$ cat config.mk
export PLATFORM = sky130hd
export DESIGN_NAME = shfr_front
export DESIGN_NICKNAME = d
export VERILOG_FILES = /design/src/sv/shfr_pkg.sv /design/src/sv/shfr_front.sv
export SDC_FILE = /design/constraint.sdc
export NUM_CORES = 1
export LEC_CHECK = 0
export BUFFER_PORTS_ARGS = -buffer_cell sky130_fd_sc_hd__buf_4
export CAP_MARGIN = 5
export CORE_MARGIN = 5
export CORE_UTILIZATION = 34
export DETAILED_ROUTE_END_ITERATION = 8
export GPL_TIMING_DRIVEN = 0
export HOLD_SLACK_MARGIN = 0.12
export SETUP_SLACK_MARGIN = 0.2
export SYNTH_ARGS = -nofsm -noshare
export SYNTH_HDL_FRONTEND = slang
export SYNTH_SLANG_ARGS = --single-unit
$ cat constraint.sdc
create_clock -name i_clk -period 4.05 [get_ports i_clk]
set_input_delay 0.405 -clock i_clk [delete_from_list [all_inputs] [get_ports i_clk]]
set_output_delay 0.405 -clock i_clk [all_outputs]
set_load 0.02 [all_outputs]
$ cat src/sv/shfr_pkg.sv
// Types and constants shared by the frame receiver modules
`timescale 1ns / 1ps
`default_nettype none

package shfr_pkg;

    localparam int FRAME_DEPTH = 256;
    localparam int CQ_DEPTH    = 4;   // command queue depth, power of two
    localparam int CQ_AW       = $clog2(CQ_DEPTH);
    localparam int RQ_DEPTH    = 2;   // result queue depth, power of two
    localparam int RQ_AW       = $clog2(RQ_DEPTH);

    localparam logic [7:0] SYNC_BYTE  = 8'h55;
    localparam logic [7:0] MIN_LENGTH = 8'd2;

    localparam logic [1:0] OP_BYTE = 2'd0;
    localparam logic [1:0] OP_READ = 2'd1;
    localparam logic [1:0] OP_TAKE = 2'd2;

    typedef struct packed {
        logic [1:0] op;
        logic [7:0] data_byte;
        logic [7:0] read_index;
    } t_in_word;

    typedef struct packed {
        logic [7:0] read_byte;
        logic       frame_ready;
        logic       frame_captured;
        logic       frame_dropped;
        logic [7:0] frame_length;
    } t_out_word;

    typedef enum logic [1:0] {
        CMD_BYTE = 2'd0,
        CMD_READ = 2'd1,
        CMD_TAKE = 2'd2,
        CMD_NOP  = 2'd3
    } t_cmd_kind;

    // One classified word handed from the parser to the frame engine
    typedef struct packed {
        t_cmd_kind  kind;
        logic       wr_en;   // store data at addr in the receive buffer
        logic [7:0] addr;    // buffer position, or store position for a read
        logic [7:0] data;
        logic       done;    // this byte completes a frame
        logic [7:0] len;     // frame byte count when done
    } t_cmd;

    typedef enum logic [2:0] {
        BS_IDLE = 3'b001,
        BS_READ = 3'b010,
        BS_COPY = 3'b100
    } t_back_state;

endpackage

`default_nettype wire

$ cat src/sv/shfr_front.sv
// Header search and frame parser: turns input words into engine commands
`timescale 1ns / 1ps
`default_nettype none

module shfr_front import shfr_pkg::*; (
    input  logic     i_clk,
    input  logic     i_rst_n,
    input  logic     i_accept,
    input  t_in_word i_in_word,
    output t_cmd     o_cmd
);

    logic       r_hdr, n_hdr;
    logic       r_in_frame, n_in_frame;
    logic [7:0] r_idx, n_idx;
    logic [7:0] r_len_fld, n_len_fld;

    logic       hdr_a, inf_a, inf_b, wr, done;
    logic [7:0] idx_a, idx_b, lf_b;

    always_comb begin
        hdr_a = r_hdr;
        inf_a = r_in_frame;
        idx_a = r_idx;
        if (!r_in_frame) begin
            if (i_in_word.data_byte == SYNC_BYTE) begin
                if (r_hdr) begin
                    hdr_a = 1'b0;
                    inf_a = 1'b1;
                    idx_a = 8'd1;
                end else begin
                    hdr_a = 1'b1;
                end
            end else begin
                hdr_a = 1'b0;
                inf_a = 1'b0;
                idx_a = 8'd0;
            end
        end

        lf_b  = r_len_fld;
        inf_b = inf_a;
        idx_b = idx_a;
        wr    = 1'b0;
        done  = 1'b0;
        if (inf_a) begin
            wr = 1'b1;
            if (idx_a == 8'd2) begin
                lf_b = i_in_word.data_byte;
                // short length: clamp and abandon the frame
                if (i_in_word.data_byte < MIN_LENGTH) begin
                    lf_b  = MIN_LENGTH;
                    inf_b = 1'b0;
                end
            end
            idx_b = idx_a + 8'd1;
            if ({1'b0, idx_b} == ({1'b0, lf_b} + {1'b0, MIN_LENGTH})) begin
                done  = 1'b1;
                inf_b = 1'b0;
            end
        end
    end

    always_comb begin
        o_cmd.wr_en = 1'b0;
        o_cmd.addr  = i_in_word.read_index;
        o_cmd.data  = i_in_word.data_byte;
        o_cmd.done  = 1'b0;
        o_cmd.len   = idx_b;
        unique case (i_in_word.op)
            OP_BYTE: begin
                o_cmd.kind  = CMD_BYTE;
                o_cmd.wr_en = wr;
                o_cmd.addr  = idx_a;
                o_cmd.done  = done;
            end
            OP_READ: o_cmd.kind = CMD_READ;
            OP_TAKE: o_cmd.kind = CMD_TAKE;
            default: o_cmd.kind = CMD_NOP;
        endcase
    end

    always_comb begin
        n_hdr      = r_hdr;
        n_in_frame = r_in_frame;
        n_idx      = r_idx;
        n_len_fld  = r_len_fld;
        if (i_accept && (i_in_word.op == OP_BYTE)) begin
            n_hdr      = hdr_a;
            n_in_frame = inf_b;
            n_idx      = idx_b;
            n_len_fld  = lf_b;
        end
    end

    always_ff @(posedge i_clk) begin
        if (!i_rst_n) begin
            r_hdr      <= 1'b0;
            r_in_frame <= 1'b0;
            r_idx      <= 8'd0;
            r_len_fld  <= MIN_LENGTH;
        end else begin
            r_hdr      <= n_hdr;
            r_in_frame <= n_in_frame;
            r_idx      <= n_idx;
            r_len_fld  <= n_len_fld;
        end
    end

endmodule

`default_nettype wire

==> impl_metrics.toml <==
[cts]
insertion_delay_ns = 0.26
tritoncts = "done"
htreeDepth = 1
postCtsHoldBufs = 0
cts_buffers = 3
cts-root-buf = "clkbuf_8"
cts.sink_count = 18
clk_pin_slew_worst_paths_ns = 0.07
cts_buffer_depth = 2

[sta]
skew_ns = 0.00167
setup_slack_ns = 0.240
worst_pin_slew_ns = 0.611
rsz0062_at_grt = "yes"
hold_violations = 0
max_freq_mhz = 262
finalCritPeriodShare_pct = 94.1
drv_slew = 0
setup_viol = 0
fin_setup_tns_ns = 0
slew_headroom_pct = 59.1
min_period_ns = 3.81

[detailed_routing]
drcViolationCount = 0
firstDrtPassIters = 4
antenna_left = 0
drt_iter0_markers = 100
wl_um = 5240
viasPerCell = 5.06
vias = 1874
wire_per_inst_um = 14.2

[layout]
fill_cells = 487
final_nets = 328
mostFrequentLayoutCells = "67 x buf_4, 44 x nand2_1, 23 x nand3_1"
syn_to_final_growth_pct = 44.6
final_common_cell = "buf_4"
diodes = 0
drive_above_1_share_pct = 34.3

[logic_synthesis]
synth_area_mm2 = 0.00172
ys_types = 43
synth_xor_area_share_pct = 12.8
synth_mux_area_share_pct = 6.13
ys_ff_latch = 18
netlist_instances = 237
synth_edf_count = 0
synth_top_family_by_area = "simple AND/OR/NAND/NOR gates"
synth-simple-area-share_pct = 34.4
syn-num-nets = 261
seq_area_frac_synth_pct = 21.0
synth_compound_area_share_pct = 15.8
postSynth.asyncResetShare_pct = 0
yosys_warnings = 0
syn_area_per_cell_um2 = 7.24
synth_ff_type = "dfxtp_1"
yosys.area_share.adder_pct = 2.19

[critical_path]
timing_worst_setup_path_type = "input pin to output port"
start_kind = "input pin"
critPathMaxFanout = 5
end_kind = "output port"
required_ns = 3.64
worstPathArrival_ns = 3.40
r2r_slack_ns = 0.89
critical-path-max-stage-delay_ns = 0.56
critPathSlowestCell = "or4_4"
crit_path_cell_trace = "buf_12 -> or4_4 -> o31ai_4 -> and2_4 -> ha_4 -> o21a_1 -> buf_6 -> buf_8 -> nand2_4 -> nand2_4 -> ha_4 -> buf_4 -> nand3_2 -> xnor2_2 -> nand2b_1 -> a22o_1 -> nand4_1 -> nor4_4 -> buf_4"

[status]
status = "finished clean"

[die]
num_io_pins = 49
die-area_mm2 = 0.00657
die_y_um = 81.0
rows = 25
die_w_um = 81.0
initial_core_util_pct = 35.6
core-area_mm2 = 0.00482

[global_route]
grt_max_degree = 11
grt_pass1_vias = 1665
gr-usage-all-layers_pct = 16.9
grt_pass1_wl_um = 8560
antenna_found_initial = 0
grt_overflow_total = 0

[pwr]
leakage_nw = 0.974
peakVddDrop_mv = 0.132
power_density_mw_per_mm2 = 172

[placement]
place_congestion = 0.832
hpwl_um = 3930
pre_cts_slack_ns = -0.436
numPortBuffers = 48

[hold_path]
worstHoldPathType = "input pin to flip-flop"

[flow_run]
cap_violations = 0
[layout make-up]
| class | instances | area [µm²] | area share, % |
|---|---|---|---|
| Tap cell | 67 | 83.8 | 3.38 |
| Timing Repair Buffer | 62 | 489 | 19.7 |
| Multi-Input combinational cell | 196 | 1360 | 54.6 |
| Inverter | 2 | 7.51 | 0.303 |
| Sequential cell | 18 | 360 | 14.5 |
| Buffer | 21 | 129 | 5.20 |
| Clock buffer | 4 | 55.1 | 2.22 |
[critical path: cells and delay by family]
family,cells,cell delay [ns]
simple gates,8,1.40
fa+ha+maj,2,0.30
buf+inv,5,0.59
xor+xnor,1,0.18
compound gates,3,0.53
[report_power, final]
group / switching, W / internal [W] / leakage (nW)
clock: 0.0000683 / 0.0000866 / 0.0288
combinational: 0.0000475 / 0.0000457 / 0.801
sequential: 0.000000104 / 0.000177 / 0.145
total: 0.000116 / 0.000310 / 0.974
[cell usage after synthesis, drive strengths merged (6+ instances only)]
library cell / count / area [µm²]
a21boi: 13 / 97.6
buf: 11 / 87.6
clkbuf: 10 / 37.5
dfxtp: 18 / 360
mux2i: 7 / 82.6
nand2: 46 / 173
nand3: 26 / 130
nand4: 7 / 50.1
nor2: 15 / 56.3
o21ai: 11 / 55.1
xnor2: 19 / 166
xor2: 6 / 52.6
[final timing paths]
path / start / endpoint / depth (start not counted)
setup / recovery: i_in_word[13] / o_cmd[8] / 19
hold / removal: i_in_word[13] / r_len_fld[5] / 3
setup reg to reg: r_hdr / r_in_frame / 17
hold reg to reg: r_idx[1] / r_idx[1] / 2
[per-stage QoR]
stage	std cells	util, %	hold slack, ns	area (µm²)	total power (W)
finish	370	51.5	0.410	2480	0.000426
global route	370	51.5	0.433	2480	0.000446
CTS	363	48.9	0.453	2350	0.000425
detailed placement	352	45.1	0.489	2170	0.000268
global placement	352	45.1	0.481	2170	0.000268
floorplan	237	-	0.461	1730	0.000224
[kinds of logic after synthesis]
kind of cell               count (synthesis)
adders and majority gates                  3
DFF                                       18
and+or+nand+nor                          121
AOI/OAI and AO/OA                         38
muxes                                      9
xor gates and xnor gates                  25
buffers and inverters                     23
[flip-flops by register name, summed over array words and instances (netlist names)]
signal / cells
r_len_fld: 8
r_in_frame: 1
r_hdr: 1
r_idx: 8
[what timing repair did]
action	CTS	global route
pin swaps	9	7
buffers inserted	7	7
gates resized for setup	15	15
setup endpoints to repair	2	1
[per-layer routing]
layer / routed length (µm) / vias to the layer above / global-route usage (%)
li1: - / 950 / -
met1: 2390 / 857 / 22.8
met2: 2440 / 58 / 27.3
met3: 308 / 9 / 2.44
met4: 98 / 0 / 5.91
met5: 0 / - / 0
Note: power is estimated with default switching activity, not from simulation.
