--- src/sv/shfr_pkg.sv ---
// Types and constants shared by the frame receiver modules
`timescale 1ns / 1ps
`default_nettype none

package shfr_pkg;

    localparam int FRAME_DEPTH = 256;
    localparam int CQ_DEPTH    = 4;   // command queue depth, power of two
    localparam int CQ_AW       = $clog2(CQ_DEPTH);
    localparam int RQ_DEPTH    = 2;   // result queue depth, power of two
    localparam int RQ_AW       = $clog2(RQ_DEPTH);

    localparam logic [7:0] SYNC_BYTE  = 8'h55;
    localparam logic [7:0] MIN_LENGTH = 8'd2;

    localparam logic [1:0] OP_BYTE = 2'd0;
    localparam logic [1:0] OP_READ = 2'd1;
    localparam logic [1:0] OP_TAKE = 2'd2;

    typedef struct packed {
        logic [1:0] op;
        logic [7:0] data_byte;
        logic [7:0] read_index;
    } t_in_word;

    typedef struct packed {
        logic [7:0] read_byte;
        logic       frame_ready;
        logic       frame_captured;
        logic       frame_dropped;
        logic [7:0] frame_length;
    } t_out_word;

    typedef enum logic [1:0] {
        CMD_BYTE = 2'd0,
        CMD_READ = 2'd1,
        CMD_TAKE = 2'd2,
        CMD_NOP  = 2'd3
    } t_cmd_kind;

    // One classified word handed from the parser to the frame engine
    typedef struct packed {
        t_cmd_kind  kind;
        logic       wr_en;   // store data at addr in the receive buffer
        logic [7:0] addr;    // buffer position, or store position for a read
        logic [7:0] data;
        logic       done;    // this byte completes a frame
        logic [7:0] len;     // frame byte count when done
    } t_cmd;

    typedef enum logic [2:0] {
        BS_IDLE = 3'b001,
        BS_READ = 3'b010,
        BS_COPY = 3'b100
    } t_back_state;

endpackage

`default_nettype wire

--- src/sv/shfr_back.sv ---
// Frame engine: receive buffer, frame store, ready flag and result queue
`timescale 1ns / 1ps
`default_nettype none

module shfr_back import shfr_pkg::*; (
    input  logic      i_clk,
    input  logic      i_rst_n,
    input  logic      i_cmd_empty,
    input  t_cmd      i_cmd,
    output logic      o_cmd_pop,
    input  logic      i_pop,
    output logic      o_empty,
    output t_out_word o_out_word
);

    t_back_state r_state, n_state;
    logic        r_ready, n_ready;
    logic [7:0]  r_cap_len, n_cap_len;
    logic [7:0]  r_rd_idx, n_rd_idx;
    logic        r_cp_busy, n_cp_busy;
    logic [7:0]  r_cp_idx, n_cp_idx;

    logic [7:0]             rx_mem [FRAME_DEPTH];
    logic [7:0]             fs_mem [FRAME_DEPTH];
    logic [FRAME_DEPTH-1:0] r_rx_vld, r_fs_vld;
    logic [7:0]             r_rx_q, r_fs_q;
    logic                   r_rx_q_vld, r_fs_q_vld;

    logic       rx_we, rx_re, fs_we, fs_re;
    logic [7:0] rx_waddr, rx_wdata, rx_raddr, fs_waddr, fs_wdata, fs_raddr;

    t_out_word        r_res [RQ_DEPTH];
    logic [RQ_AW-1:0] r_res_wr, r_res_rd;
    logic [RQ_AW:0]   r_res_cnt;
    logic             res_room, res_push, res_pop;
    t_out_word        res_word;

    assign res_room  = (r_res_cnt != (RQ_AW + 1)'(RQ_DEPTH));
    assign o_empty   = (r_res_cnt == '0);
    assign o_out_word = r_res[r_res_rd];
    assign res_pop   = i_pop && !o_empty;
    assign o_cmd_pop = (r_state == BS_IDLE) && !i_cmd_empty && res_room;

    always_comb begin
        n_state   = r_state;
        n_ready   = r_ready;
        n_cap_len = r_cap_len;
        n_rd_idx  = r_rd_idx;
        n_cp_busy = 1'b0;
        n_cp_idx  = r_cp_idx;
        rx_we     = 1'b0;
        rx_waddr  = i_cmd.addr;
        rx_wdata  = i_cmd.data;
        rx_re     = 1'b0;
        rx_raddr  = r_rd_idx;
        fs_we     = 1'b0;
        fs_waddr  = r_cp_idx;
        fs_wdata  = r_rx_q_vld ? r_rx_q : 8'd0;
        fs_re     = 1'b0;
        fs_raddr  = i_cmd.addr;
        res_push  = 1'b0;
        res_word.read_byte      = 8'd0;
        res_word.frame_ready    = r_ready;
        res_word.frame_captured = 1'b0;
        res_word.frame_dropped  = 1'b0;
        res_word.frame_length   = r_cap_len;

        unique case (r_state)
            BS_IDLE: begin
                if (o_cmd_pop) begin
                    unique case (i_cmd.kind)
                        CMD_BYTE: begin
                            rx_we = i_cmd.wr_en;
                            if (i_cmd.done && !r_ready) begin
                                n_ready   = 1'b1;
                                n_cap_len = i_cmd.len;
                                n_rd_idx  = 8'd0;
                                n_state   = BS_COPY;
                            end else begin
                                res_push = 1'b1;
                                res_word.frame_dropped = i_cmd.done;
                            end
                        end
                        CMD_READ: begin
                            fs_re   = 1'b1;
                            n_state = BS_READ;
                        end
                        CMD_TAKE: begin
                            res_push = 1'b1;
                            n_ready  = 1'b0;
                        end
                        CMD_NOP: res_push = 1'b1;
                    endcase
                end
            end
            BS_READ: begin
                res_push = 1'b1;
                res_word.read_byte = r_fs_q_vld ? r_fs_q : 8'd0;
                n_state = BS_IDLE;
            end
            BS_COPY: begin
                // read one buffer byte a cycle, write it to the store in the cycle after
                if (r_rd_idx != r_cap_len) begin
                    rx_re     = 1'b1;
                    n_rd_idx  = r_rd_idx + 8'd1;
                    n_cp_busy = 1'b1;
                    n_cp_idx  = r_rd_idx;
                end
                fs_we = r_cp_busy;
                if ((r_rd_idx == r_cap_len) && !r_cp_busy) begin
                    res_push = 1'b1;
                    res_word.frame_ready    = 1'b0;
                    res_word.frame_captured = 1'b1;
                    n_state = BS_IDLE;
                end
            end
            default: n_state = BS_IDLE;
        endcase
    end

    always_ff @(posedge i_clk) begin
        if (rx_we) begin
            rx_mem[rx_waddr] <= rx_wdata;
        end
        if (rx_re) begin
            r_rx_q     <= rx_mem[rx_raddr];
            r_rx_q_vld <= r_rx_vld[rx_raddr];
        end
    end

    always_ff @(posedge i_clk) begin
        if (fs_we) begin
            fs_mem[fs_waddr] <= fs_wdata;
        end
        if (fs_re) begin
            r_fs_q     <= fs_mem[fs_raddr];
            r_fs_q_vld <= r_fs_vld[fs_raddr];
        end
    end

    always_ff @(posedge i_clk) begin
        if (res_push) begin
            r_res[r_res_wr] <= res_word;
        end
    end

    always_ff @(posedge i_clk) begin
        if (!i_rst_n) begin
            r_state   <= BS_IDLE;
            r_ready   <= 1'b0;
            r_cap_len <= 8'd0;
            r_rd_idx  <= 8'd0;
            r_cp_busy <= 1'b0;
            r_cp_idx  <= 8'd0;
            r_rx_vld  <= '0;
            r_fs_vld  <= '0;
            r_res_wr  <= '0;
            r_res_rd  <= '0;
            r_res_cnt <= '0;
        end else begin
            r_state   <= n_state;
            r_ready   <= n_ready;
            r_cap_len <= n_cap_len;
            r_rd_idx  <= n_rd_idx;
            r_cp_busy <= n_cp_busy;
            r_cp_idx  <= n_cp_idx;
            if (rx_we) begin
                r_rx_vld[rx_waddr] <= 1'b1;
            end
            if (fs_we) begin
                r_fs_vld[fs_waddr] <= 1'b1;
            end
            if (res_push) begin
                r_res_wr <= r_res_wr + 1'b1;
            end
            if (res_pop) begin
                r_res_rd <= r_res_rd + 1'b1;
            end
            case ({res_push, res_pop})
                2'b10:   r_res_cnt <= r_res_cnt + 1'b1;
                2'b01:   r_res_cnt <= r_res_cnt - 1'b1;
                default: r_res_cnt <= r_res_cnt;
            endcase
        end
    end

endmodule

`default_nettype wire

--- config.mk ---
export PLATFORM = sky130hd
export DESIGN_NAME = shfr_back
export DESIGN_NICKNAME = d
export VERILOG_FILES = /design/src/sv/shfr_pkg.sv /design/src/sv/shfr_back.sv
export SDC_FILE = /design/constraint.sdc
export NUM_CORES = 2
export LEC_CHECK = 0
export BUFFER_PORTS_ARGS = -buffer_cell sky130_fd_sc_hd__buf_2
export CAP_MARGIN = 0
export CELL_PAD_IN_SITES_DETAIL_PLACEMENT = 1
export CELL_PAD_IN_SITES_GLOBAL_PLACEMENT = 2
export CORE_ASPECT_RATIO = 1.5
export CORE_MARGIN = 10
export CORE_UTILIZATION = 45
export CTS_CLUSTER_SIZE = 16
export DETAILED_ROUTE_END_ITERATION = 10
export GPL_ROUTABILITY_DRIVEN = 0
export PLACE_DENSITY_LB_ADDON = 0.25
export SKIP_CTS_REPAIR_TIMING = 1
export SLEW_MARGIN = 20
export SYNTH_ARGS = -nofsm -noshare
export SYNTH_HDL_FRONTEND = slang
export SYNTH_MEMORY_MAX_BITS = 65536
export SYNTH_SLANG_ARGS = --single-unit
--- constraint.sdc ---
create_clock -name i_clk -period 6.3 [get_ports i_clk]
set_clock_uncertainty 0.2 [all_clocks]
set_input_delay 0.945 -clock i_clk [delete_from_list [all_inputs] [get_ports i_clk]]
set_output_delay 0.945 -clock i_clk [all_outputs]
set_load 0.05 [all_outputs]
==> out/metrics.yaml <==
setup_path:
  cp.arrival_ns: 5.14
  path_delay_family: "compound AO/OA/AOI/OAI gates"
  worstSetupStartpointType: "flip-flop"
  cell_breakdown_of_the_critical_path: "buf_12, mux4_2, a22o_1, o21ai_0, o221ai_1, a22oi_1, o32ai_1"
  end_kind: "flip-flop"
  number_of_buffers_and_inverters_on_the_critical_path: 1
  reg2reg_slack_ns: 1.62
  cpPeakStageDelay_ns: 0.83
  crit_slowest_cell: "sky130_fd_sc_hd__a22oi_1"
  reg2reg_from: "r_rd_idx[1]"
  cp.required_ns: 6.76
  path_max_fanout: 83
  worstSetupPathType: "flip-flop to flip-flop"
  r2r_cells: 7
  rr_endpoint: "r_rx_q[4]"
timing:
  finalWorstPathRequiredPeriod_ns: 4.68
  timing.setup.tns_ns: 0
  slew-limit-headroom: 0.101
  final.hold.worst_slack_ns: 0.0896
  finalSetupViolCount: 0
  rsz_0062_raised_after_global_routing: "no"
  worst_pin_slew_ns: 1.35
  post-route-period-util: 0.743
  finalHoldViolations: 0
  fmaxAchievable_mhz: 214
  drv_slew: 0
cts:
  clkLatencyLatePin_ns: 1.03
  clock_tree_from_tritoncts: "done"
  cts_num_sinks: 4698
  cts_max_level: 5
  worst_setup_hold_path_clk_slew_ns: 0.07
  cts_made_buffers: 437
  clockRootBuffer: "sky130_fd_sc_hd__clkbuf_16"
  cts_buffer_depth: 4
logic_synthesis:
  post_synth_inst_count: 8913
  synth_warnings: 0
  synth_largest_area_cell: "sky130_fd_sc_hd__edfxtp_1"
  number_of_synthesized_flops_with_an_enable_pin: 4152
  yosys.cell_count.top_type: "sky130_fd_sc_hd__edfxtp_1"
  synth.top_cells.by_area: "sky130_fd_sc_hd__edfxtp_1 (69%), sky130_fd_sc_hd__mux4_2 (14%), sky130_fd_sc_hd__dfxtp_1 (6.1%), sky130_fd_sc_hd__o21a_1 (2.1%), sky130_fd_sc_hd__mux2i_1 (1.7%)"
  yosys_register_bits: 4698
  synth_fp_nets: 8947
  ys_async_sr_fraction: 0
  netlist.area_leader.share: 0.691
  fraction_of_the_yosys_area_taken_by_sequential_cells: 0.752
  post_synth_instance_area_um2: 180000
  synthTopCellsByCount: "sky130_fd_sc_hd__edfxtp_1 (4152), sky130_fd_sc_hd__mux4_2 (1161), sky130_fd_sc_hd__nor2_1 (624), sky130_fd_sc_hd__dfxtp_1 (546), sky130_fd_sc_hd__o21a_1 (496)"
  yosys.cell_types.count: 77
  synth-main-ff-cell: "sky130_fd_sc_hd__edfxtp_1"
  post_synth.cell_area_avg_um2: 20.2
place:
  io_buffers: 52
  hpwl_after_detailed_placement_um: 349000
hold_path:
  holdCritPathClass: "input pin to flip-flop"
  timing.hold.worst.start: "i_cmd[27]"
  worstHoldPathCells: 2
  worst_hold_path.endpoint: "r_ready"
detailed_routing:
  detail_route.first_pass.iterations: 5
  ant_nets: 0
  detailedRoute.firstIterationViolations: 9396
  drt-total-wl_um: 552000
  wirelength_per_cell_um: 36.8
  detailroute.via_count: 92600
  vias_per_cell: 6.17
  route.detailed.drc: 0
die:
  chip_width_um: 537
  boundaryPins: 53
  floorplan.rows: 284
  fp.coreArea_um2: 399000
  dieHeight_um: 795
  die_outline_area_um2: 427000
  initial_utilization: 0.452
power:
  p_leak_nw: 63.7
  internal-power_w: 0.0498
  p_sw_w: 0.0134
  switching_share: 0.212
  clock_power_share: 0.429
  vdd_ir_drop_max_uv: 254
  power-per-cell-area_nw_per_um2: 310
  share_of_total_power_in_combinational_logic: 0.038
  sequentialPowerShare: 0.532
status:
  run_status: "complete, no violations"
global_routing:
  wire_length_of_the_first_global_routing_pass_um: 775000
  globalRoute.totalOverflow: 0
  grt_util_all_layers: 0.254
  grt_start_max_net_pins: 257
  via_count_of_the_first_global_routing_pass: 97900
  initial_antenna_violation_count: 22
layout:
  fillers: 35100
  drive_above_1_share: 0.253
  flow.area_growth_from_synthesis_pct: 13.2
  number_of_nets_in_the_layout: 9352
run:
  maxCapViolCount: 0
## metrics by stage
step / instances / util / total power [W] / worst slack (ns) / area (um2)
2_1_floorplan: 8913 / - / 0.0357 / 1.59 / 180000
3_3_place_gp: 14200 / 0.474 / 0.0367 / 0.948 / 189000
3_5_place_dp: 14200 / 0.474 / 0.0368 / 0.978 / 189000
4_1_cts: 15000 / 0.511 / 0.0636 / 1.78 / 204000
5_1_grt: 15000 / 0.511 / 0.0649 / 1.70 / 204000
6_report: 15000 / 0.512 / 0.0633 / 1.62 / 204000
## per-layer routing
metal	routed length, um	GRT usage	vias up
met5	31	0	-
met4	32800	0.124	4
met3	30400	0.0317	965
met2	290000	0.454	3599
met1	198000	0.304	50500
li1	-	-	37500
## layout by cell type, fill, tap and decap left out, types with 41 or more instances in the layout
master                      synthesis  layout
sky130_fd_sc_hd__bufinv_16          0      44
sky130_fd_sc_hd__buf_4             61     388
sky130_fd_sc_hd__clkinv_1           2      70
sky130_fd_sc_hd__clkbuf_1         273      95
sky130_fd_sc_hd__a221oi_1          66      66
sky130_fd_sc_hd__clkinv_2           0      87
sky130_fd_sc_hd__mux4_2          1161    1161
sky130_fd_sc_hd__nor2_1           624     595
sky130_fd_sc_hd__edfxtp_1        4152    4152
sky130_fd_sc_hd__dfxtp_1          546     539
sky130_fd_sc_hd__o22ai_1           54      54
sky130_fd_sc_hd__a22oi_1           97      97
sky130_fd_sc_hd__mux2i_1          313     313
sky130_fd_sc_hd__clkbuf_16          0     451
sky130_fd_sc_hd__clkbuf_8           0      41
sky130_fd_sc_hd__nand3_1           54      43
sky130_fd_sc_hd__a21oi_1          114     114
sky130_fd_sc_hd__nand2_1          196     181
sky130_fd_sc_hd__o21ai_0           54      53
sky130_fd_sc_hd__buf_12             0      57
sky130_fd_sc_hd__o21a_1           496     496
## flip-flops by register name, summed over array words and instances, names as in the netlist, named ones only
| register | flops |
|---|---|
| fs_mem | 2048 |
| fs_waddr | 8 |
| r_cap_len | 8 |
| r_cp_busy | 1 |
| r_fs_q | 8 |
| r_fs_q_vld | 1 |
| r_fs_vld | 256 |
| r_rd_idx | 8 |
| r_ready | 1 |
| r_res | 38 |
| r_res_cnt | 2 |
| r_res_rd | 1 |
| r_res_wr | 1 |
| r_rx_q | 8 |
| r_rx_q_vld | 1 |
| r_rx_vld | 256 |
| r_state | 3 |
| rx_mem | 2048 |
## logic make-up after synthesis
logic type               after synthesis  synth area share
multiplexers                        1501             0.164
AO/OA/AOI/OAI                       1089            0.0440
buffers and inverters                559            0.0142
XOR/XNOR                              15          0.000729
AND/OR/NAND/NOR                     1049            0.0249
adder cells (fa/ha/maj)                2          0.000139
flip-flops                          4698             0.752
## how the worst max path moves through the flow
stage	from	end	slack (ns)	depth (start not counted)
2_1_floorplan	r_rx_q_vld	fs_mem[0][0]	1.59	1
3_3_place_gp	i_cmd[17]	r_fs_q[3]	0.95	8
3_5_place_dp	i_cmd[17]	r_fs_q_vld	0.98	9
4_1_cts	r_rd_idx[0]	r_rx_q[5]	1.78	8
5_1_grt	r_rd_idx[0]	r_rx_q[4]	1.70	8
6_report	r_rd_idx[1]	r_rx_q[4]	1.62	7
## power groups by stage
stage / Sequential [W] / Clock (W) / Combinational [W]
global route: 0.0337 / 0.0287 / 0.00251
CTS: 0.0337 / 0.0275 / 0.00244
floorplan: 0.0343 / 0 / 0.00138
global placement: 0.0343 / 0 / 0.00240
finish: 0.0337 / 0.0272 / 0.00241
detailed placement: 0.0344 / 0 / 0.00244
## worst reg2reg max path, delay by kind of cell (launching register included)
family          cells  cell delay, ns
compound gates      5            2.38
mux                 1            0.68
flops               1            0.62
buf+inv             1            0.43
## area by class of cell
cell class	instances	area (um2)	area share
repair buffers	510	4620	0.0226
multi-input cells	3656	42600	0.209
diodes	17	42.5	0.000208
flip-flops and latches	4698	136000	0.664
clock buffers	579	12100	0.0593
well taps	5291	6620	0.0324
clock inverters	242	2480	0.0122
inverters	15	67.6	0.000331
Note: power is estimated with default switching activity, not from simulation.
