## src/sv/shfr_pkg.sv

```systemverilog
// Types and constants shared by the frame receiver modules
`timescale 1ns / 1ps
`default_nettype none

package shfr_pkg;

    localparam int FRAME_DEPTH = 256;
    localparam int CQ_DEPTH    = 4;   // command queue depth, power of two
    localparam int CQ_AW       = $clog2(CQ_DEPTH);
    localparam int RQ_DEPTH    = 2;   // result queue depth, power of two
    localparam int RQ_AW       = $clog2(RQ_DEPTH);

    localparam logic [7:0] SYNC_BYTE  = 8'h55;
    localparam logic [7:0] MIN_LENGTH = 8'd2;

    localparam logic [1:0] OP_BYTE = 2'd0;
    localparam logic [1:0] OP_READ = 2'd1;
    localparam logic [1:0] OP_TAKE = 2'd2;

    typedef struct packed {
        logic [1:0] op;
        logic [7:0] data_byte;
        logic [7:0] read_index;
    } t_in_word;

    typedef struct packed {
        logic [7:0] read_byte;
        logic       frame_ready;
        logic       frame_captured;
        logic       frame_dropped;
        logic [7:0] frame_length;
    } t_out_word;

    typedef enum logic [1:0] {
        CMD_BYTE = 2'd0,
        CMD_READ = 2'd1,
        CMD_TAKE = 2'd2,
        CMD_NOP  = 2'd3
    } t_cmd_kind;

    // One classified word handed from the parser to the frame engine
    typedef struct packed {
        t_cmd_kind  kind;
        logic       wr_en;   // store data at addr in the receive buffer
        logic [7:0] addr;    // buffer position, or store position for a read
        logic [7:0] data;
        logic       done;    // this byte completes a frame
        logic [7:0] len;     // frame byte count when done
    } t_cmd;

    typedef enum logic [2:0] {
        BS_IDLE = 3'b001,
        BS_READ = 3'b010,
        BS_COPY = 3'b100
    } t_back_state;

endpackage

`default_nettype wire

```

## src/sv/shfr_cmd_fifo.sv

```systemverilog
// Short command queue between the parser and the frame engine
`timescale 1ns / 1ps
`default_nettype none

module shfr_cmd_fifo import shfr_pkg::*; (
    input  logic i_clk,
    input  logic i_rst_n,
    input  logic i_push,
    input  t_cmd i_cmd,
    output logic o_full,
    input  logic i_pop,
    output logic o_empty,
    output t_cmd o_cmd
);

    t_cmd             r_mem [CQ_DEPTH];
    logic [CQ_AW-1:0] r_wr, r_rd;
    logic [CQ_AW:0]   r_cnt;
    logic             do_push, do_pop;

    assign o_full  = (r_cnt == (CQ_AW + 1)'(CQ_DEPTH));
    assign o_empty = (r_cnt == '0);
    assign o_cmd   = r_mem[r_rd];
    assign do_push = i_push && !o_full;
    assign do_pop  = i_pop && !o_empty;

    always_ff @(posedge i_clk) begin
        if (do_push) begin
            r_mem[r_wr] <= i_cmd;
        end
    end

    always_ff @(posedge i_clk) begin
        if (!i_rst_n) begin
            r_wr  <= '0;
            r_rd  <= '0;
            r_cnt <= '0;
        end else begin
            if (do_push) begin
                r_wr <= r_wr + 1'b1;
            end
            if (do_pop) begin
                r_rd <= r_rd + 1'b1;
            end
            case ({do_push, do_pop})
                2'b10:   r_cnt <= r_cnt + 1'b1;
                2'b01:   r_cnt <= r_cnt - 1'b1;
                default: r_cnt <= r_cnt;
            endcase
        end
    end

endmodule

`default_nettype wire

```

## config.mk

```make
export PLATFORM = sky130hd
export DESIGN_NAME = shfr_cmd_fifo
export DESIGN_NICKNAME = d
export VERILOG_FILES = /design/src/sv/shfr_pkg.sv /design/src/sv/shfr_cmd_fifo.sv
export SDC_FILE = /design/constraint.sdc
export NUM_CORES = 1
export LEC_CHECK = 0
export BUFFER_PORTS_ARGS = -buffer_cell sky130_fd_sc_hd__clkbuf_2
export CORE_ASPECT_RATIO = 1.5
export CORE_MARGIN = 2
export CORE_UTILIZATION = 56
export DETAILED_ROUTE_END_ITERATION = 6
export PLACE_DENSITY = 0.78
export SETUP_SLACK_MARGIN = 0.4
export SLEW_MARGIN = 40
export SYNTH_ARGS = -nofsm -noshare
export SYNTH_HDL_FRONTEND = slang
export SYNTH_SLANG_ARGS = --single-unit
```

## constraint.sdc

```tcl
create_clock -name i_clk -period 2.4 [get_ports i_clk]
set_input_delay 0.48 -clock i_clk [delete_from_list [all_inputs] [get_ports i_clk]]
set_output_delay 0.48 -clock i_clk [all_outputs]
set_load 0.05 [all_outputs]
```

==> results of run 1 <==
[path summary, 6_finish.rpt]
check                                     to  slack [ns]
worst max-delay path               o_cmd[27]        0.14
worst min-delay path            r_mem[1][20]        0.30
worst max register to register      r_cnt[2]        0.54
worst min register to register     flip-flop        0.49
[worst max-delay path, stage by stage (launching register included)]
cell and delay, ns:
dfxtp_4 0.39, buf_6 0.12, buf_16 0.13, mux4_2 0.56, buf_12 0.18
[metal layers]
| layer | up-vias | track usage | share of wire |
|---|---|---|---|
| met2 | 83 | 0.360 | 0.55 |
| met5 | - | 0 | 0 |
| li1 | 995 | - | - |
| met4 | 0 | 0.113 | 0.023 |
| met1 | 1161 | 0.245 | 0.38 |
| met3 | 15 | 0.0670 | 0.046 |
[power by group]
group	internal (mW)	switching [mW]
clock network	1.29	0.767
logic	1.26	1.48
registers	2.57	0.119
total	5.12	2.37
[logic make-up after synthesis]
group | Yosys count
xor+xnor | 2
mux | 30
flops | 121
buf+inv | 14
compound gates | 7
fa+ha+maj | 6
simple gates | 20
[registers in the layout, summed over array words and instances (netlist names), named ones only]
| signal | flops |
|---|---|
| r_rd | 2 |
| r_cnt | 3 |
| r_wr | 2 |
| r_mem | 112 |
[cell usage in the layout (no fill, tap or decap), types with 2 or more instances in the layout]
cell and instances:
buf_4 3, buf_12 10, mux4_2 28, dfxtp_1 5, dfxtp_4 2, clkbuf_1 8, clkbuf_2 33, buf_8 24
a21boi_1 2, and2_1 6, o21ai_0 4, clkinv_1 3, edfxtp_1 112, clkinv_2 3, inv_1 4, dfxtp_2 2
ha_1 4, buf_6 2, or3_1 2, clkbuf_16 17, nand2_1 7, inv_2 2, buf_16 3, mux2i_1 2
[cell usage after synthesis]
master	number	share of area
clkbuf_1	1	0.00082
or3_1	2	0.0027
nand2_1	7	0.0058
nor3b_2	1	0.0027
buf_12	2	0.0088
ha_1	5	0.014
buf_2	4	0.0044
mux4_2	28	0.14
edfxtp_1	112	0.74
mux2i_1	2	0.0044
nand4bb_1	1	0.0025
a21boi_1	2	0.0033
xnor2_1	1	0.0019
xor2_1	1	0.0019
buf_6	1	0.0025
nor3_2	1	0.0022
fa_1	1	0.0044
o21ai_0	5	0.0055
dfxtp_1	9	0.040
and2_1	6	0.0082
inv_2	1	0.00082
nor2b_1	2	0.0027
inv_1	5	0.0041
[area by class of cell]
class	count	area, um2
Inverter	6	22.5
Fill cell	408	1970
Multi-Input combinational cell	65	943
Tap cell	105	131
Sequential cell	121	3550
Clock buffer	25	455
Timing Repair Buffer	75	853
Clock inverter	6	26.3
[timing repair]
item | CTS | global route
pin swaps | 0 | 0
cloned | 3 | 0
hold endpoints to repair | 0 | 0
gates resized for setup | 53 | 27
endpoints found under the setup margin | 28 | 29
buffers inserted | 4 | 0
==> impl_metrics.env, run 1 <==
export IMPL_status="completed"
export IMPL_syn_to_final_growth_pct=31.4
export IMPL_placed_cell_area_um2=5120
export IMPL_synth_compound_area_frac=0.00879
export IMPL_place_hpwl_mm=4.07
export IMPL_syn_num_nets=238
export IMPL_min_path_type="input pin to flip-flop"
export IMPL_yosysSeqAreaShare=0.778
export IMPL_synth_adder_area_share=0.0181
export IMPL_power_mw=7.49
export IMPL_grt_pass1_wl_mm=12.9
export IMPL_final_cells=403
export IMPL_fin_area_um2=5990
export IMPL_grt_max_degree=29
export IMPL_layout_setup_ws_ns=0.139
export IMPL_worstMarginPinSlew_ns=0.408
export IMPL_crit_type="flip-flop to output port"
export IMPL_synth_area_um2=4550
export IMPL_slew_headroom=0.728
export IMPL_leakagePower_nw=2.08
export IMPL_placedCellCount=365
export IMPL_die_x_um=77.6
export IMPL_max_cap_violations=0
export IMPL_worstSetupEndpointType="output port"
export IMPL_fin_util=0.752
export IMPL_core_um2=7960
export IMPL_post_route_period_util=0.942
export IMPL_hold_buffers=0
export IMPL_cp_max_fo=7
export IMPL_worstRegToRegCells=9
export IMPL_gp_congestion=0.688
export IMPL_start_util=0.572
export IMPL_via_per_inst=5.59
export IMPL_worstSkewPairLatency_ns=0.40
export IMPL_p_per_area_nw_per_um2=1250
export IMPL_drt_pre_antenna_iters=4
export IMPL_hold_violations=0
export IMPL_gr_total_overflow=0
export IMPL_drc=0
export IMPL_layout_drive_gt1_share=0.450
export IMPL_die_y_um=114
export IMPL_num_antenna_cells=0
export IMPL_synth_xor_area_frac=0.00385
export IMPL_timing_rr_start="r_cnt[2]"
export IMPL_slew_violations=0
export IMPL_antenna_found_initial=0
export IMPL_netlist_instances=200
export IMPL_clockBufferDepth=2
export IMPL_finalNetCount=324
export IMPL_io_pins=62
export IMPL_critPathLaunchType="flip-flop"
export IMPL_hold_worst_slack_ns=0.297
export IMPL_min_period_ns=2.26
export IMPL_die_area_um2=8890
export IMPL_ctsRootBufferMaster="clkbuf_16"
export IMPL_htreeDepth=4
export IMPL_std_cell_rows=40
export IMPL_critPathArrivalTime_ns=1.78
export IMPL_clock_skew_ns=0.00771
export IMPL_synth_top_family_by_area="multiplexers"
export IMPL_required_ns=1.92
export IMPL_routed_wl_mm=8.84
export IMPL_ir_drop_v=0.000986
export IMPL_synth_cell_types=23
export IMPL_fmax_mhz=442
export IMPL_ys_warnings_count=0
export IMPL_cts_tree="built"
export IMPL_fin_tns_setup_ns=0
export IMPL_yosys_area_share_simple=0.0269
export IMPL_rsz0062_at_grt="yes"
export IMPL_pre_cts_ws_ns=0.335
export IMPL_ys_ff_latch=121
export IMPL_io_buffer_count=61
export IMPL_min_from="i_cmd[20]"
export IMPL_final_antenna_net_count=0
export IMPL_grt_pass1_vias=2294
export IMPL_min_path_cells=1
export IMPL_synth_area_per_cell_um2=22.8
export IMPL_finalSetupViolations=0
export IMPL_wl_per_cell_um=21.9
export IMPL_grt_usage=0.214
export IMPL_synthMuxAreaShare=0.143
export IMPL_route_vias_total=2254
export IMPL_drt_iter0_drc=266
export IMPL_clkTransAtPathRegs_ns=0.05
export IMPL_clock_sinks=121
export IMPL_cts_made_buffers=17
Note: power is estimated with default switching activity, not from simulation.
==> inputs of run 2 (changes only) <==
CELL_PAD_IN_SITES_DETAIL_PLACEMENT = 1   (was not set)
CELL_PAD_IN_SITES_GLOBAL_PLACEMENT = 1   (was not set)
CORE_UTILIZATION = 49   (was 56)
CTS_CLUSTER_SIZE = 10   (was not set)
PLACE_DENSITY = not set   (was 0.78)
PLACE_DENSITY_LB_ADDON = 0.1   (was not set)
==> run 2 against run 1 <==
Compared with the run above:
- worst hold slack got worse by 0.0028 ns
- critical path depth fell by 1
- final cell count rose by 0.74%
- highest routed layer unchanged
- wire length fell by 7.6%
- clock skew fell by 0.0039 ns
- clock-buffer cell count fell by 6
- global-route usage fell by 3.0 points
- combinational power fell by 12%
==> impl_metrics.env, run 2 (same netlist as run 1, synthesis figures left out) <==
export IMPL_status="completed"
export IMPL_clockBufferDepth=2
export IMPL_min_path_type="input pin to flip-flop"
export IMPL_layout_drive_gt1_share=0.469
export IMPL_hold_violations=0
export IMPL_cts_setup_buffers=0
export IMPL_power_mw=7.50
export IMPL_fmax_mhz=457
export IMPL_antenna_found_initial=0
export IMPL_grt_pass1_wl_mm=12.7
export IMPL_start_util=0.498
export IMPL_reg_top3="r_mem (112), r_cnt (3)"
export IMPL_slew_headroom=0.775
export IMPL_worstSkewPairLatency_ns=0.40
export IMPL_wl_per_cell_um=20.1
export IMPL_crit_buf_inv=2
export IMPL_ir_drop_v=0.000903
export IMPL_timing_rr_start="r_cnt[0]"
export IMPL_clock_skew_ns=0.00385
export IMPL_worstRegToRegCells=9
export IMPL_io_pins=62
export IMPL_post_route_period_util=0.911
export IMPL_min_from="i_cmd[17]"
export IMPL_layout_setup_ws_ns=0.214
export IMPL_hold_buffers=0
export IMPL_critPathArrivalTime_ns=1.71
export IMPL_cp_max_fo=11
export IMPL_fin_area_um2=5960
export IMPL_pre_cts_ws_ns=0.267
export IMPL_io_buffer_count=61
export IMPL_top_register="r_mem"
export IMPL_drt_iter0_drc=95
export IMPL_leakagePower_nw=2.08
export IMPL_p_sw_mw=2.29
export IMPL_crit_chain="buf_16 > mux4_2 > buf_12"
export IMPL_min_path_cells=1
export IMPL_critPathLaunchType="flip-flop"
export IMPL_worstSetupEndpointType="output port"
export IMPL_rsz0062_at_grt="yes"
export IMPL_final_cell_mix="edfxtp_1 (112), clkbuf_2 (33), mux4_2 (28)"
export IMPL_p_int_mw=5.21
export IMPL_r2r_slack_ns=0.49
export IMPL_cts_made_buffers=17
export IMPL_clock_sinks=121
export IMPL_die_area_um2=10100
export IMPL_gp_congestion=0.654
export IMPL_grt_max_degree=29
export IMPL_routed_wl_mm=8.17
export IMPL_required_ns=1.92
export IMPL_layout_commonest_cell="edfxtp_1"
export IMPL_cts_tree="built"
export IMPL_htreeDepth=4
export IMPL_worstMarginPinSlew_ns=0.338
export IMPL_hold_end="r_mem[2][17]"
export IMPL_place_hpwl_mm=4.99
export IMPL_placed_cell_area_um2=5120
export IMPL_largest_register_ffs=112
export IMPL_slew_violations=0
export IMPL_slowest_stage="mux4_2"
export IMPL_grt_usage=0.184
export IMPL_max_cap_violations=0
export IMPL_p_per_area_nw_per_um2=1260
export IMPL_drt_pre_antenna_iters=4
export IMPL_final_antenna_net_count=0
export IMPL_num_antenna_cells=0
export IMPL_ctsRootBufferMaster="clkbuf_16"
export IMPL_route_vias_total=2187
export IMPL_drc=0
export IMPL_finalSetupViolations=0
export IMPL_p_sw_frac=0.306
export IMPL_grt_pass1_vias=2417
export IMPL_die_x_um=82.7
export IMPL_cpLargestDelayFamily="multiplexers"
export IMPL_core_um2=9150
export IMPL_pwr_share_seq=0.357
export IMPL_fin_tns_setup_ns=0
export IMPL_std_cell_rows=43
export IMPL_crit_type="flip-flop to output port"
export IMPL_clockPowerShare=0.321
export IMPL_via_per_inst=5.39
export IMPL_syn_to_final_growth_pct=30.8
export IMPL_min_period_ns=2.19
export IMPL_die_y_um=122
export IMPL_finalNetCount=320
export IMPL_worst_path_largest_cell_delay_ns=0.56
export IMPL_clkTransAtPathRegs_ns=0.05
export IMPL_gr_total_overflow=0
export IMPL_r2r_end="r_cnt[2]"
export IMPL_combPwrFrac=0.323
## run 2: final cells by class
cell class | count | area, um2
clock buffer | 19 | 433
clock inverter | 12 | 133
fill | 774 | 3190
inverter | 6 | 22.5
multi-input combinational | 65 | 947
sequential | 121 | 3560
tap | 112 | 140
timing repair buffer | 71 | 724
## run 2: worst max-delay path by stage
stage,from,depth (start not counted),to,slack [ns]
after floorplan,r_cnt[0],10,r_cnt[2],0.1
after global placement,i_pop,8,r_cnt[2],0.39
after detailed placement,i_pop,8,r_cnt[2],0.27
after CTS,flip-flop,3,o_cmd[14],0.17
after global routing,flip-flop,3,o_cmd[3],0.16
final,flip-flop,3,o_cmd[14],0.21
## run 2: timing repair
| action | CTS | global route |
|---|---|---|
| cloned | 1 | 0 |
| resized for setup | 56 | 2 |
| setup endpoints to repair | 29 | 29 |
## run 2: through the flow
| step | utilization | hold slack [ns] | instances |
|---|---|---|---|
| finish | 0.651 | 0.294 | 406 |
| floorplan | - | 0.456 | 200 |
| CTS | 0.651 | 0.263 | 406 |
| detailed placement | 0.560 | 0.493 | 374 |
| global placement | 0.560 | 0.484 | 374 |
| global route | 0.651 | 0.281 | 406 |
## run 2: power groups by stage
stage	clock network (mW)	logic, mW	registers [mW]
after floorplan	0	1.62	2.67
after global placement	0	2.07	2.68
after detailed placement	0	2.09	2.70
after CTS	2.45	2.46	2.68
after global routing	2.53	2.57	2.70
final	2.40	2.42	2.68
## run 2: metal layers
metal | up-vias | wire length, um | global-route usage
li1 | 986 | - | -
met1 | 1124 | 3160 | 0.208
met2 | 65 | 4380 | 0.304
met3 | 12 | 511 | 0.0748
met4 | 0 | 113 | 0.0779
met5 | - | 0 | 0
## run 2: worst register-to-register path, cell delays in order, from the launching register on
cell and delay [ns]:
dfxtp_4 0.37, nor3b_4 0.20, nor2b_1 0.09, inv_2 0.08
ha_4 0.14, inv_2 0.03, fa_2 0.32, xor2_1 0.15
or3_1 0.32, a21boi_1 0.14
==> inputs of run 3 (changes only) <==
clock period = 2.3 ns   (was 2.4 ns; I/O delays follow)
==> run 3 against run 2 <==
Compared with the run above:
- utilization grew 1.0 points
- clock-buffer cell count fell by 2
- worst setup slack got worse by 0.12 ns
- global-route usage increased by 2.2 points
- clock power is 3% higher
- worst hold slack got worse by 0.027 ns
- highest routed layer unchanged
==> impl_metrics.env, run 3 (same netlist as run 1, synthesis figures left out) <==
export IMPL_clkTransAtPathRegs_ns=0.05
export IMPL_antenna_found_initial=0
export IMPL_timing_rr_start="r_cnt[2]"
export IMPL_finalSetupViolations=0
export IMPL_p_sw_frac=0.316
export IMPL_busiest_layer="met2"
export IMPL_die_area_um2=10100
export IMPL_io_buffer_count=61
export IMPL_drt_pre_antenna_iters=4
export IMPL_finalNetCount=324
export IMPL_worstMarginPinSlew_ns=0.280
export IMPL_gr_total_overflow=0
export IMPL_fin_tns_setup_ns=0
export IMPL_p_int_mw=5.47
export IMPL_gp_congestion=0.681
export IMPL_min_path_type="input pin to flip-flop"
export IMPL_cts_made_buffers=17
export IMPL_grt_pass1_wl_mm=14.0
export IMPL_worstSetupEndpointType="output port"
export IMPL_path_depth=3
export IMPL_via_per_inst=5.42
export IMPL_ctsRootBufferMaster="clkbuf_16"
export IMPL_grt_max_degree=29
export IMPL_p_per_area_nw_per_um2=1320
export IMPL_final_cells=411
export IMPL_num_antenna_cells=0
export IMPL_worst_path_largest_cell_delay_ns=0.56
export IMPL_final_cell_mix="edfxtp_1 (112), clkbuf_2 (33), mux4_2 (28)"
export IMPL_cpLargestDelayFamily="multiplexers"
export IMPL_grt_pass1_vias=2521
export IMPL_multi_input_area_um2=951
export IMPL_io_pins=62
export IMPL_worstSkewPairLatency_ns=0.41
export IMPL_layout_drive_gt1_share=0.498
export IMPL_fillers=750
export IMPL_fin_area_um2=6050
export IMPL_core_um2=9150
export IMPL_largest_register_ffs=112
export IMPL_reg_top3="r_mem (112), r_cnt (3)"
export IMPL_syn_to_final_growth_pct=32.8
export IMPL_cts_setup_buffers=0
export IMPL_ir_drop_v=0.000817
export IMPL_crit_buf_inv=2
export IMPL_pwr_share_seq=0.351
export IMPL_wl_per_cell_um=21.7
export IMPL_std_cell_rows=43
export IMPL_routed_wl_mm=8.90
export IMPL_required_ns=1.84
export IMPL_clockPowerShare=0.308
export IMPL_hold_violations=0
export IMPL_leakagePower_nw=2.11
export IMPL_cp_max_fo=8
export IMPL_start_util=0.498
export IMPL_slowest_stage="mux4_2"
export IMPL_seq_area_um2=3560
export IMPL_status="completed"
export IMPL_p_sw_mw=2.53
export IMPL_layout_commonest_cell="edfxtp_1"
export IMPL_r2r_end="r_cnt[2]"
export IMPL_drt_iter0_drc=111
export IMPL_grt_met3_usage=0.0578
export IMPL_worstRegToRegCells=9
export IMPL_clock_sinks=121
export IMPL_hold_worst_slack_ns=0.267
export IMPL_rsz0062_at_grt="yes"
export IMPL_grt_usage=0.206
export IMPL_cp_endpoint="o_cmd[7]"
export IMPL_critPathLaunchType="flip-flop"
export IMPL_final_antenna_net_count=0
export IMPL_crit_chain="buf_12 > mux4_2 > buf_8"
export IMPL_die_y_um=122
export IMPL_place_hpwl_mm=5.49
export IMPL_drc=0
export IMPL_hold_buffers=0
export IMPL_htreeDepth=4
export IMPL_globalRouteMet2Util=0.335
export IMPL_cts_tree="built"
export IMPL_critPathArrivalTime_ns=1.74
export IMPL_crit_type="flip-flop to output port"
export IMPL_slew_headroom=0.813
export IMPL_r2r_slack_ns=0.42
export IMPL_power_mw=8.00
export IMPL_combPwrFrac=0.340
export IMPL_top_register="r_mem"
export IMPL_min_period_ns=2.20
export IMPL_slew_violations=0
export IMPL_grt_use_met1=0.250
export IMPL_clock_skew_ns=0.00537
export IMPL_clockBufferDepth=2
export IMPL_max_cap_violations=0
export IMPL_route_vias_total=2226
export IMPL_post_route_period_util=0.957
export IMPL_die_x_um=82.7
export IMPL_placedCellCount=377
export IMPL_placed_cell_area_um2=5170
export IMPL_fmax_mhz=454
-- run 3: changes by cell type in the layout (fill, tap and decap cells not counted), sizes merged --
cell and delta:
clkbuf -25, bufinv -1, buf +27, clkinvlp +1, clkinv +3
-- run 3: worst min-delay path by stage --
stage / start / endpoint / slack (ns) / cells past startpoint
3_3_place_gp: r_rd[1] / r_rd[1] / 0.47 / 2
4_1_cts: i_cmd[8] / r_mem[0][8] / 0.25 / 1
6_report: i_cmd[20] / r_mem[3][20] / 0.27 / 1
5_1_grt: i_cmd[17] / r_mem[2][17] / 0.26 / 1
3_5_place_dp: r_rd[1] / r_rd[1] / 0.49 / 2
2_1_floorplan: r_rd[1] / flip-flop / 0.46 / 2
-- run 3: power by group through the flow --
stage               clock network [mW]  logic (mW)  registers [mW]
finish                            2.47        2.72            2.81
global route                      2.59        2.87            2.83
CTS                               2.50        2.59            2.81
detailed placement                   0        2.23            2.82
global placement                     0        2.20            2.80
floorplan                            0        1.70            2.78
-- run 3: area by class of cell --
type | count | share of cell area
Clock buffer | 17 | 0.0703
Clock inverter | 15 | 0.0223
Inverter | 6 | 0.00372
Multi-Input combinational cell | 65 | 0.157
Sequential cell | 121 | 0.588
Tap cell | 112 | 0.0232
Timing Repair Buffer | 75 | 0.135
-- run 3: per-stage QoR --
| step | util | setup slack [ns] |
|---|---|---|
| final | 0.661 | 0.0983 |
| after global routing | 0.661 | 0.0549 |
| after CTS | 0.654 | 0.0724 |
| after detailed placement | 0.566 | 0.228 |
| after global placement | 0.566 | 0.314 |
| after floorplan | - | -0.00367 |
-- run 3: what timing repair did --
action / in CTS / in global routing
cloned: 1 / 1
resized for setup: 55 / 27
endpoints found under the setup margin: 29 / 29
pin swaps: 1 / 0
-- run 3: routing by layer --
metal,vias to the layer above,part of all wire
li1,997,-
met1,1153,0.39
met2,57,0.55
met3,19,0.043
met4,0,0.021
met5,-,0
